<file path="src/scsp_pkg.sv">
// shared constants and controller-to-datapath command type for the subpixel peak block
`default_nettype none
package scsp_pkg;

    localparam int SCORE_W           = 16;
    localparam int COORD_W           = 16;
    localparam int SPREAD_W          = 20;
    localparam int SUM_W             = 20;
    localparam int PART_W            = 18;
    localparam int OUT_W             = 24;
    localparam int FRACTION_BITS_DEF = 8;

    typedef logic [1:0] idx_t;

    localparam idx_t AXIS_Z = 2'd0;
    localparam idx_t AXIS_Y = 2'd1;
    localparam idx_t AXIS_X = 2'd2;

    typedef struct packed {
        logic load;
        logic first;
        logic last;
        idx_t zi;
        idx_t yi;
        idx_t xi;
        logic sel;
        logic rank;
        logic prep;
        logic div_step;
        logic fin;
        logic publish;
        idx_t axis;
    } scsp_cmd_t;

endpackage
`default_nettype wire

</file>
<file path="src/score_cube_subpixel_peak_top.sv">
// top level of the 3x3x3 score cube subpixel peak block
//
//  channel | signals                                  | dir | moves
//  in      | in_valid in_ready score_value center_x/y/z | in  | one cell item
//  out     | out_valid out_ready sub_x sub_y sub_z      | out | one result item per cube
//  cfg     | cfg_wr_en cfg_wr_data                    | in  | min_score_spread
//
//  cells are taken one per cycle while in the load state; after the 27th the three axes
//  are evaluated in turn on the shared radix-2 divider, and no cells are taken until
//  the cube's result is published
//  reset clears the cell count, the output valid and the threshold; no clearing pass
//  a stalled result sits in the output register while the next cube loads; the
//  following result waits for it before being published
`default_nettype none
module score_cube_subpixel_peak_top
    import scsp_pkg::*;
#(
    parameter int FRACTION_BITS = FRACTION_BITS_DEF
)
(
    input  wire logic                clk,
    input  wire logic                rst_n,
    input  wire logic                cfg_wr_en,
    input  wire logic [SPREAD_W-1:0] cfg_wr_data,
    input  wire logic                in_valid,
    output logic                     in_ready,
    input  wire logic [SCORE_W-1:0]  score_value,
    input  wire logic [COORD_W-1:0]  center_x,
    input  wire logic [COORD_W-1:0]  center_y,
    input  wire logic [COORD_W-1:0]  center_z,
    output logic                     out_valid,
    input  wire logic                out_ready,
    output logic [OUT_W-1:0]         sub_x,
    output logic [OUT_W-1:0]         sub_y,
    output logic [OUT_W-1:0]         sub_z
);

    scsp_cmd_t cmd;

    scsp_ctrl #(
        .FRACTION_BITS(FRACTION_BITS)
    ) u_ctrl (
        .clk      (clk),
        .rst_n    (rst_n),
        .in_valid (in_valid),
        .in_ready (in_ready),
        .out_valid(out_valid),
        .out_ready(out_ready),
        .cmd      (cmd)
    );

    scsp_datapath #(
        .FRACTION_BITS(FRACTION_BITS)
    ) u_datapath (
        .clk        (clk),
        .rst_n      (rst_n),
        .cmd        (cmd),
        .cfg_wr_en  (cfg_wr_en),
        .cfg_wr_data(cfg_wr_data),
        .score_value(score_value),
        .center_x   (center_x),
        .center_y   (center_y),
        .center_z   (center_z),
        .sub_x      (sub_x),
        .sub_y      (sub_y),
        .sub_z      (sub_z)
    );

endmodule
`default_nettype wire

</file>
<file path="src/scsp_ctrl.sv">
// controller: cell counting, per-axis sequencing, divider count and output valid
`default_nettype none
module scsp_ctrl
    import scsp_pkg::*;
#(
    parameter int FRACTION_BITS = FRACTION_BITS_DEF
)
(
    input  wire logic      clk,
    input  wire logic      rst_n,
    input  wire logic      in_valid,
    output logic           in_ready,
    output logic           out_valid,
    input  wire logic      out_ready,
    output scsp_cmd_t      cmd
);

    localparam int QW = FRACTION_BITS + 2;
    localparam int CW = $clog2(QW);

    localparam logic [2:0] ST_LOAD = 3'd0;
    localparam logic [2:0] ST_SEL  = 3'd1;
    localparam logic [2:0] ST_RANK = 3'd2;
    localparam logic [2:0] ST_PREP = 3'd3;
    localparam logic [2:0] ST_DIV  = 3'd4;
    localparam logic [2:0] ST_FIN  = 3'd5;
    localparam logic [2:0] ST_PUB  = 3'd6;

    logic [2:0]    state_reg, state_next;
    idx_t          zi_reg, zi_next, yi_reg, yi_next, xi_reg, xi_next;
    idx_t          axis_reg, axis_next;
    logic [CW-1:0] cnt_reg, cnt_next;
    logic          out_valid_reg, out_valid_next;
    logic          accept, last_cell, publish;

    assign in_ready  = (state_reg == ST_LOAD);
    assign accept    = in_valid && in_ready;
    assign last_cell = (zi_reg == 2'd2) && (yi_reg == 2'd2) && (xi_reg == 2'd2);
    assign publish   = (state_reg == ST_PUB) && (!out_valid_reg || out_ready);
    assign out_valid = out_valid_reg;

    always_comb
    begin
        state_next = state_reg;
        zi_next    = zi_reg;
        yi_next    = yi_reg;
        xi_next    = xi_reg;
        axis_next  = axis_reg;
        cnt_next   = cnt_reg;
        unique case (state_reg)
            ST_LOAD:
            begin
                if (accept)
                begin
                    if (zi_reg == 2'd2)
                    begin
                        zi_next = 2'd0;
                        if (yi_reg == 2'd2)
                        begin
                            yi_next = 2'd0;
                            xi_next = (xi_reg == 2'd2) ? 2'd0 : xi_reg + 2'd1;
                        end
                        else
                        begin
                            yi_next = yi_reg + 2'd1;
                        end
                    end
                    else
                    begin
                        zi_next = zi_reg + 2'd1;
                    end
                    if (last_cell)
                    begin
                        state_next = ST_SEL;
                        axis_next  = AXIS_Z;
                    end
                end
            end
            ST_SEL:  state_next = ST_RANK;
            ST_RANK: state_next = ST_PREP;
            ST_PREP:
            begin
                state_next = ST_DIV;
                cnt_next   = '0;
            end
            ST_DIV:
            begin
                if (cnt_reg == CW'(QW - 1))
                begin
                    state_next = ST_FIN;
                end
                else
                begin
                    cnt_next = cnt_reg + CW'(1);
                end
            end
            ST_FIN:
            begin
                if (axis_reg == AXIS_X)
                begin
                    state_next = ST_PUB;
                end
                else
                begin
                    state_next = ST_SEL;
                    axis_next  = axis_reg + 2'd1;
                end
            end
            ST_PUB:
            begin
                if (publish)
                begin
                    state_next = ST_LOAD;
                end
            end
            default: state_next = ST_LOAD;
        endcase
    end

    always_comb
    begin
        out_valid_next = out_valid_reg;
        if (publish)
        begin
            out_valid_next = 1'b1;
        end
        else if (out_ready)
        begin
            out_valid_next = 1'b0;
        end
    end

    always_comb
    begin
        cmd.load     = accept;
        cmd.first    = (zi_reg == 2'd0) && (yi_reg == 2'd0) && (xi_reg == 2'd0);
        cmd.last     = last_cell;
        cmd.zi       = zi_reg;
        cmd.yi       = yi_reg;
        cmd.xi       = xi_reg;
        cmd.sel      = (state_reg == ST_SEL);
        cmd.rank     = (state_reg == ST_RANK);
        cmd.prep     = (state_reg == ST_PREP);
        cmd.div_step = (state_reg == ST_DIV);
        cmd.fin      = (state_reg == ST_FIN);
        cmd.publish  = publish;
        cmd.axis     = axis_reg;
    end

    always_ff @(posedge clk or negedge rst_n)
    begin
        if (!rst_n)
        begin
            state_reg     <= ST_LOAD;
            zi_reg        <= '0;
            yi_reg        <= '0;
            xi_reg        <= '0;
            axis_reg      <= AXIS_Z;
            cnt_reg       <= '0;
            out_valid_reg <= 1'b0;
        end
        else
        begin
            state_reg     <= state_next;
            zi_reg        <= zi_next;
            yi_reg        <= yi_next;
            xi_reg        <= xi_next;
            axis_reg      <= axis_next;
            cnt_reg       <= cnt_next;
            out_valid_reg <= out_valid_next;
        end
    end

`ifndef SYNTHESIS
    a_last_starts: assert property (@(posedge clk) disable iff (!rst_n)
        (accept && last_cell) |=> (state_reg == ST_SEL && axis_reg == AXIS_Z))
        else $error("last cell did not start evaluation");
    a_pub_sets_valid: assert property (@(posedge clk) disable iff (!rst_n)
        publish |=> out_valid_reg)
        else $error("published result not valid");
    a_pub_holds: assert property (@(posedge clk) disable iff (!rst_n)
        (state_reg == ST_PUB && out_valid_reg && !out_ready) |=> (state_reg == ST_PUB))
        else $error("result overwritten while output stalled");
    a_div_bound: assert property (@(posedge clk) disable iff (!rst_n)
        (state_reg == ST_DIV) |-> (cnt_reg < CW'(QW)))
        else $error("divider count out of range");
`endif

endmodule
`default_nettype wire

</file>
<file path="src/scsp_datapath.sv">
// datapath: plane sums, ranking, centroid numerator, shared divider and clamping
`default_nettype none
module scsp_datapath
    import scsp_pkg::*;
#(
    parameter int FRACTION_BITS = FRACTION_BITS_DEF
)
(
    input  wire logic                clk,
    input  wire logic                rst_n,
    input  wire scsp_cmd_t           cmd,
    input  wire logic                cfg_wr_en,
    input  wire logic [SPREAD_W-1:0] cfg_wr_data,
    input  wire logic [SCORE_W-1:0]  score_value,
    input  wire logic [COORD_W-1:0]  center_x,
    input  wire logic [COORD_W-1:0]  center_y,
    input  wire logic [COORD_W-1:0]  center_z,
    output logic [OUT_W-1:0]         sub_x,
    output logic [OUT_W-1:0]         sub_y,
    output logic [OUT_W-1:0]         sub_z
);

    localparam int QW = FRACTION_BITS + 2;
    localparam int NW = FRACTION_BITS + 24;
    localparam int DW = 22;
    localparam int RW = FRACTION_BITS + 18;
    localparam logic [63:0] LIM_FULL = 64'(65535) << FRACTION_BITS;
    localparam logic [OUT_W-1:0] LIM = (LIM_FULL > 64'hFFFFFF) ? 24'hFFFFFF
                                                             : LIM_FULL[OUT_W-1:0];

    logic [SPREAD_W-1:0] spread_reg;
    logic [SUM_W-1:0]    plane_reg [3];
    logic [SUM_W-1:0]    plane_next [3];
    logic [PART_W-1:0]   sy_reg [3][3];
    logic [PART_W-1:0]   sy_next [3][3];
    logic [PART_W-1:0]   sx_reg [3][3];
    logic [PART_W-1:0]   sx_next [3][3];
    logic [COORD_W-1:0]  cx_reg, cy_reg, cz_reg;
    logic [SUM_W-1:0]    s_reg [3];
    logic [SUM_W-1:0]    s_next [3];
    idx_t                zh_reg, zm_reg, hi_reg, md_reg;
    idx_t                rl, rh, rm, rt;
    logic [SUM_W-1:0]    sh_reg, sm_reg;
    logic                pass_reg;
    logic [SUM_W:0]      den;
    logic [DW-1:0]       num;
    logic [NW-1:0]       dividend;
    logic [DW-1:0]       d_reg, rem_reg;
    logic [QW-1:0]       nlo_reg;
    logic [DW:0]         trial;
    logic                ge;
    logic [COORD_W-1:0]  center;
    logic signed [RW-1:0] res;
    logic [OUT_W-1:0]    res_out;
    logic [OUT_W-1:0]    rx_reg, ry_reg, rz_reg;
    logic [OUT_W-1:0]    ox_reg, oy_reg, oz_reg;

    function automatic logic [DW-1:0] times_idx(input logic [SUM_W-1:0] v, input idx_t i);
        logic [DW-1:0] r;
        unique case (i)
            2'd1:    r = DW'(v);
            2'd2:    r = DW'(v) << 1;
            default: r = '0;
        endcase
        return r;
    endfunction

    always_comb
    begin
        for (int a = 0; a < 3; a++)
        begin
            plane_next[a] = (cmd.first ? '0 : plane_reg[a])
                          + ((cmd.zi == idx_t'(a)) ? SUM_W'(score_value) : '0);
            for (int z = 0; z < 3; z++)
            begin
                sy_next[a][z] = (cmd.first ? '0 : sy_reg[a][z])
                    + ((cmd.yi == idx_t'(a) && cmd.zi == idx_t'(z)) ? PART_W'(score_value) : '0);
                sx_next[a][z] = (cmd.first ? '0 : sx_reg[a][z])
                    + ((cmd.xi == idx_t'(a) && cmd.zi == idx_t'(z)) ? PART_W'(score_value) : '0);
            end
        end
    end

    always_comb
    begin
        for (int a = 0; a < 3; a++)
        begin
            unique case (cmd.axis)
                AXIS_Y:  s_next[a] = SUM_W'(sy_reg[a][zh_reg]) + SUM_W'(sy_reg[a][zm_reg]);
                AXIS_X:  s_next[a] = SUM_W'(sx_reg[a][zh_reg]) + SUM_W'(sx_reg[a][zm_reg]);
                default: s_next[a] = plane_reg[a];
            endcase
        end
    end

    // three-way compare network, equal sums are never swapped
    always_comb
    begin
        rl = 2'd0;
        rh = 2'd1;
        rm = 2'd2;
        rt = 2'd0;
        if (s_reg[rm] < s_reg[rl])
        begin
            rt = rm; rm = rl; rl = rt;
        end
        if (s_reg[rh] < s_reg[rl])
        begin
            rt = rh; rh = rl; rl = rt;
        end
        if (s_reg[rh] < s_reg[rm])
        begin
            rt = rh; rh = rm; rm = rt;
        end
    end

    assign den      = {1'b0, sh_reg} + {1'b0, sm_reg};
    assign num      = times_idx(sm_reg, md_reg) + times_idx(sh_reg, hi_reg);
    assign dividend = (NW'(num) << (FRACTION_BITS + 1)) + NW'(den);

    assign trial = {rem_reg, nlo_reg[QW-1]};
    assign ge    = trial >= {1'b0, d_reg};

    always_comb
    begin
        unique case (cmd.axis)
            AXIS_Y:  center = cy_reg;
            AXIS_X:  center = cx_reg;
            default: center = cz_reg;
        endcase
    end

    always_comb
    begin
        if (pass_reg)
        begin
            res = ((RW'(signed'({2'b00, center})) - RW'(1)) <<< FRACTION_BITS)
                + signed'(RW'(nlo_reg));
        end
        else
        begin
            res = signed'(RW'({2'b00, center}) << FRACTION_BITS);
        end
        if (res < 0)
        begin
            res_out = '0;
        end
        else if (64'(unsigned'(res)) > 64'(LIM))
        begin
            res_out = LIM;
        end
        else
        begin
            res_out = OUT_W'(unsigned'(res));
        end
    end

    always_ff @(posedge clk or negedge rst_n)
    begin
        if (!rst_n)
        begin
            spread_reg <= '0;
        end
        else if (cfg_wr_en)
        begin
            spread_reg <= cfg_wr_data;
        end
    end

    always_ff @(posedge clk)
    begin
        if (cmd.load)
        begin
            plane_reg <= plane_next;
            sy_reg    <= sy_next;
            sx_reg    <= sx_next;
            if (cmd.last)
            begin
                cx_reg <= center_x;
                cy_reg <= center_y;
                cz_reg <= center_z;
            end
        end
        if (cmd.sel)
        begin
            s_reg <= s_next;
        end
        if (cmd.rank)
        begin
            hi_reg <= rh;
            md_reg <= rm;
            sh_reg <= s_reg[rh] - s_reg[rl];
            sm_reg <= s_reg[rm] - s_reg[rl];
            if (cmd.axis == AXIS_Z)
            begin
                zh_reg <= rh;
                zm_reg <= rm;
            end
        end
        if (cmd.prep)
        begin
            pass_reg <= SUM_W'(sh_reg) > SUM_W'(spread_reg);
            d_reg    <= {den, 1'b0};
            rem_reg  <= dividend[NW-1:QW];
            nlo_reg  <= dividend[QW-1:0];
        end
        if (cmd.div_step)
        begin
            rem_reg <= ge ? DW'(trial - {1'b0, d_reg}) : trial[DW-1:0];
            nlo_reg <= {nlo_reg[QW-2:0], ge};
        end
        if (cmd.fin)
        begin
            unique case (cmd.axis)
                AXIS_Y:  ry_reg <= res_out;
                AXIS_X:  rx_reg <= res_out;
                default: rz_reg <= res_out;
            endcase
        end
        if (cmd.publish)
        begin
            ox_reg <= rx_reg;
            oy_reg <= ry_reg;
            oz_reg <= rz_reg;
        end
    end

    assign sub_x = ox_reg;
    assign sub_y = oy_reg;
    assign sub_z = oz_reg;

endmodule
`default_nettype wire

</file>
<file path="config.mk">
export PLATFORM = sky130hd
export DESIGN_NAME = score_cube_subpixel_peak_top
export DESIGN_NICKNAME = d
export VERILOG_FILES = /design/src/scsp_pkg.sv /design/src/score_cube_subpixel_peak_top.sv /design/src/scsp_ctrl.sv /design/src/scsp_datapath.sv
export SDC_FILE = /design/constraint.sdc
export NUM_CORES = 2
export LEC_CHECK = 0
export BUFFER_PORTS_ARGS = -buffer_cell sky130_fd_sc_hd__buf_2
export CAP_MARGIN = 15
export CORE_ASPECT_RATIO = 0.5
export CORE_MARGIN = 2
export CORE_UTILIZATION = 50
export CTS_CLUSTER_SIZE = 14
export DETAILED_ROUTE_END_ITERATION = 8
export PLACE_DENSITY = 0.69
export SKIP_LAST_GASP = 1
export SYNTH_ARGS = -nofsm -noshare
export SYNTH_HDL_FRONTEND = slang
export SYNTH_SLANG_ARGS = --single-unit
</file>
<file path="constraint.sdc">
create_clock -name clk -period 11.6 [get_ports clk]
set_input_delay 1.74 -clock clk [delete_from_list [all_inputs] [get_ports clk]]
set_output_delay 1.74 -clock clk [all_outputs]
set_load 0.01 [all_outputs]
</file>
==> impl_metrics.json <==
{
  "start_util": 0.5032,
  "path_common_cell": "o21ai_0",
  "maxCapViolCount": 0,
  "skew_ps": 28.67,
  "vias": 51640,
  "clk_pin_slew_ps": 60,
  "critPathSlowestCell": "mux2i_1",
  "cts_root_buf": "clkbuf_16",
  "fmax_mhz": 93.23,
  "drive_above_1_share": 0.06290,
  "yosys_warnings": 0,
  "area_delta_synth_final_pct": 8.458,
  "coreArea_um2": 125700,
  "syn_nets": 7743,
  "pin_count": 163,
  "num-fill-cells": 11380,
  "finalNetCount": 7810,
  "die-width_um": 507.0,
  "rsz0062_at_grt": "no",
  "core.rowCount": 92,
  "min_period_ps": 10730,
  "layout_worst_path_cycle_share": 0.9247,
  "whs_path_depth": 0,
  "finalMaxSlewViolations": 0,
  "hp-class": "flip-flop to flip-flop",
  "cts_tree": "done",
  "yosysSeqAreaShare": 0.3646,
  "mappedNetlistArea_um2": 63260,
  "multi_input_area_um2": 37960,
  "worstMarginPinSlew_ps": 1126,
  "final_cell_mix": "nor2_1, edfxtp_1, ha_1",
  "cp.required_ps": 12050,
  "wl_per_cell_um": 20.23,
  "synth-seq-cells": 774,
  "synth-edff-count": 738,
  "finalHoldViolCount": 0,
  "cts.sinks": 774,
  "relSlewSlack": 0.2393,
  "drtIter0Drc": 4622,
  "route.detailed.drc": 0,
  "register_area_um2": 23060,
  "finalWirelength_um": 178100,
  "cts_hold_buffers": 0,
  "postCtsSetupBuffers": 0,
  "reg2reg_depth": 42,
  "syn_area_per_cell_um2": 9.069,
  "grt_pass1_wl_um": 272600,
  "portBuffers": 162,
  "track_usage": 0.2650,
  "status": "finished, final reports clean",
  "cts_buffers": 81,
  "cp-start-kind": "flip-flop",
  "synthDistinctLibCells": 93,
  "finalSetupViolCount": 0,
  "h-tree-depth": 3,
  "ant_nets": 0,
  "grt_pass1_vias": 49720,
  "slowest_delay_ps": 650,
  "die_h_um": 255.5,
  "gr-total-overflow": 0,
  "cts_resized": 0,
  "synth_cells": 6975,
  "cts_buffer_depth": 3,
  "yosys_most_used_dff": "edfxtp_1",
  "cp_data_arrival_time_ps": 11180,
  "tns_ps": 0,
  "postSynth.asyncResetShare": 0.04651,
  "antenna_found_initial": 20,
  "grt_max_degree": 203,
  "gp_congestion": 0.8803,
  "dp_hpwl_um": 129800,
  "firstDrtPassIters": 8,
  "drt-vias-per-instance": 5.866,
  "mostFrequentLayoutCell": "nor2_1",
  "cp_max_fo": 45,
  "clk_latency_ps": 720,
  "critPathKind": "flip-flop to flip-flop",
  "crit_path_end_kind": "flip-flop",
  "design.die.area_um2": 129500
}
worst paths after layout:
kind                                       startpoint                    end  slack (ps)
worst min register to register  u_datapath.ry_reg[20]   u_datapath.sub_y[20]         420
worst min-delay path            u_datapath.ry_reg[20]   u_datapath.sub_y[20]         420
worst max register to register    u_datapath.s_reg[9]  u_datapath.sh_reg[18]         870
min in group asynchronous                       rst_n       u_ctrl.yi_reg[0]        1160
max in group asynchronous                       rst_n    u_ctrl.state_reg[1]        9920
worst max-delay path              u_datapath.s_reg[9]  u_datapath.sh_reg[18]         870
cell type report:
cell class              instances  area share
multi-input cells            5580      0.5534
flip-flops and latches        774      0.3362
clock buffers                 115     0.03213
well taps                    1692     0.03086
inverters                     377     0.02068
repair buffers                228     0.02002
clock inverters                32    0.006602
diodes                          5   0.0001824
per-stage QoR:
| stage | util | cell area (µm²) | setup slack (ps) | cells | hold WS [ps] |
|---|---|---|---|---|---|
| 6_report | 0.5458 | 68610 | 874.0 | 8803 | 416.0 |
| 5_1_grt | 0.5458 | 68600 | 39.18 | 8802 | 422.4 |
| 4_1_cts | 0.5455 | 68570 | 760.1 | 8796 | 419.4 |
| 3_5_place_dp | 0.5244 | 65910 | 825.1 | 8649 | 404.5 |
| 3_3_place_gp | 0.5244 | 65910 | 871.5 | 8649 | 400.9 |
| 2_1_floorplan | - | 63260 | 1528 | 6975 | 400.3 |
routing by layer:
layer	up-vias	track usage	wire length, µm
li1	25190	-	-
met1	24660	0.3573	77960
met4	6	0.07753	4607
met2	1510	0.4406	83710
met3	270	0.04026	11790
met5	-	0	34
critical path, delay by kind of cell (launching register included):
family | cells | cell delay (ps)
compound gates | 24 | 5590
fa+ha+maj | 5 | 1620
mux | 2 | 980
simple gates | 7 | 910
buf+inv | 3 | 810
flops | 1 | 450
xor+xnor | 1 | 140
Yosys cell counts, types with 41 or more instances:
| cell | count | area share |
|---|---|---|
| a211oi_1 | 47 | 0.0056 |
| a21boi_0 | 67 | 0.0080 |
| a21o_1 | 129 | 0.015 |
| a21oi_1 | 325 | 0.026 |
| and2_1 | 341 | 0.034 |
| and3_1 | 59 | 0.0058 |
| clkbuf_1 | 206 | 0.012 |
| edfxtp_1 | 738 | 0.35 |
| ha_1 | 645 | 0.13 |
| inv_1 | 374 | 0.022 |
| mux2i_1 | 258 | 0.041 |
| nand2_1 | 611 | 0.036 |
| nand2b_1 | 78 | 0.0077 |
| nand3_1 | 144 | 0.011 |
| nor2_1 | 913 | 0.054 |
| nor2b_1 | 93 | 0.0092 |
| nor3_1 | 134 | 0.011 |
| o21a_1 | 41 | 0.0049 |
| o21ai_0 | 564 | 0.045 |
| o21bai_1 | 49 | 0.0058 |
| o22ai_1 | 45 | 0.0045 |
| xnor2_1 | 354 | 0.049 |
| xor2_1 | 111 | 0.015 |
cell families (layout without fill, tap and decap cells):
group | count (synthesis) | count (layout) | share of synthesized area
muxes | 269 | 269 | 0.04308
and+or+nand+nor | 2517 | 2517 | 0.1851
adders and majority gates | 679 | 679 | 0.1383
xor gates and xnor gates | 465 | 465 | 0.06438
other | 0 | 5 | 0
AOI/OAI and AO/OA | 1649 | 1650 | 0.1669
buffers and inverters | 622 | 752 | 0.03760
DFF | 774 | 774 | 0.3646
Power is not shown: default switching activity piles up to over one toggle a cycle in this logic, so the estimate is an artifact.
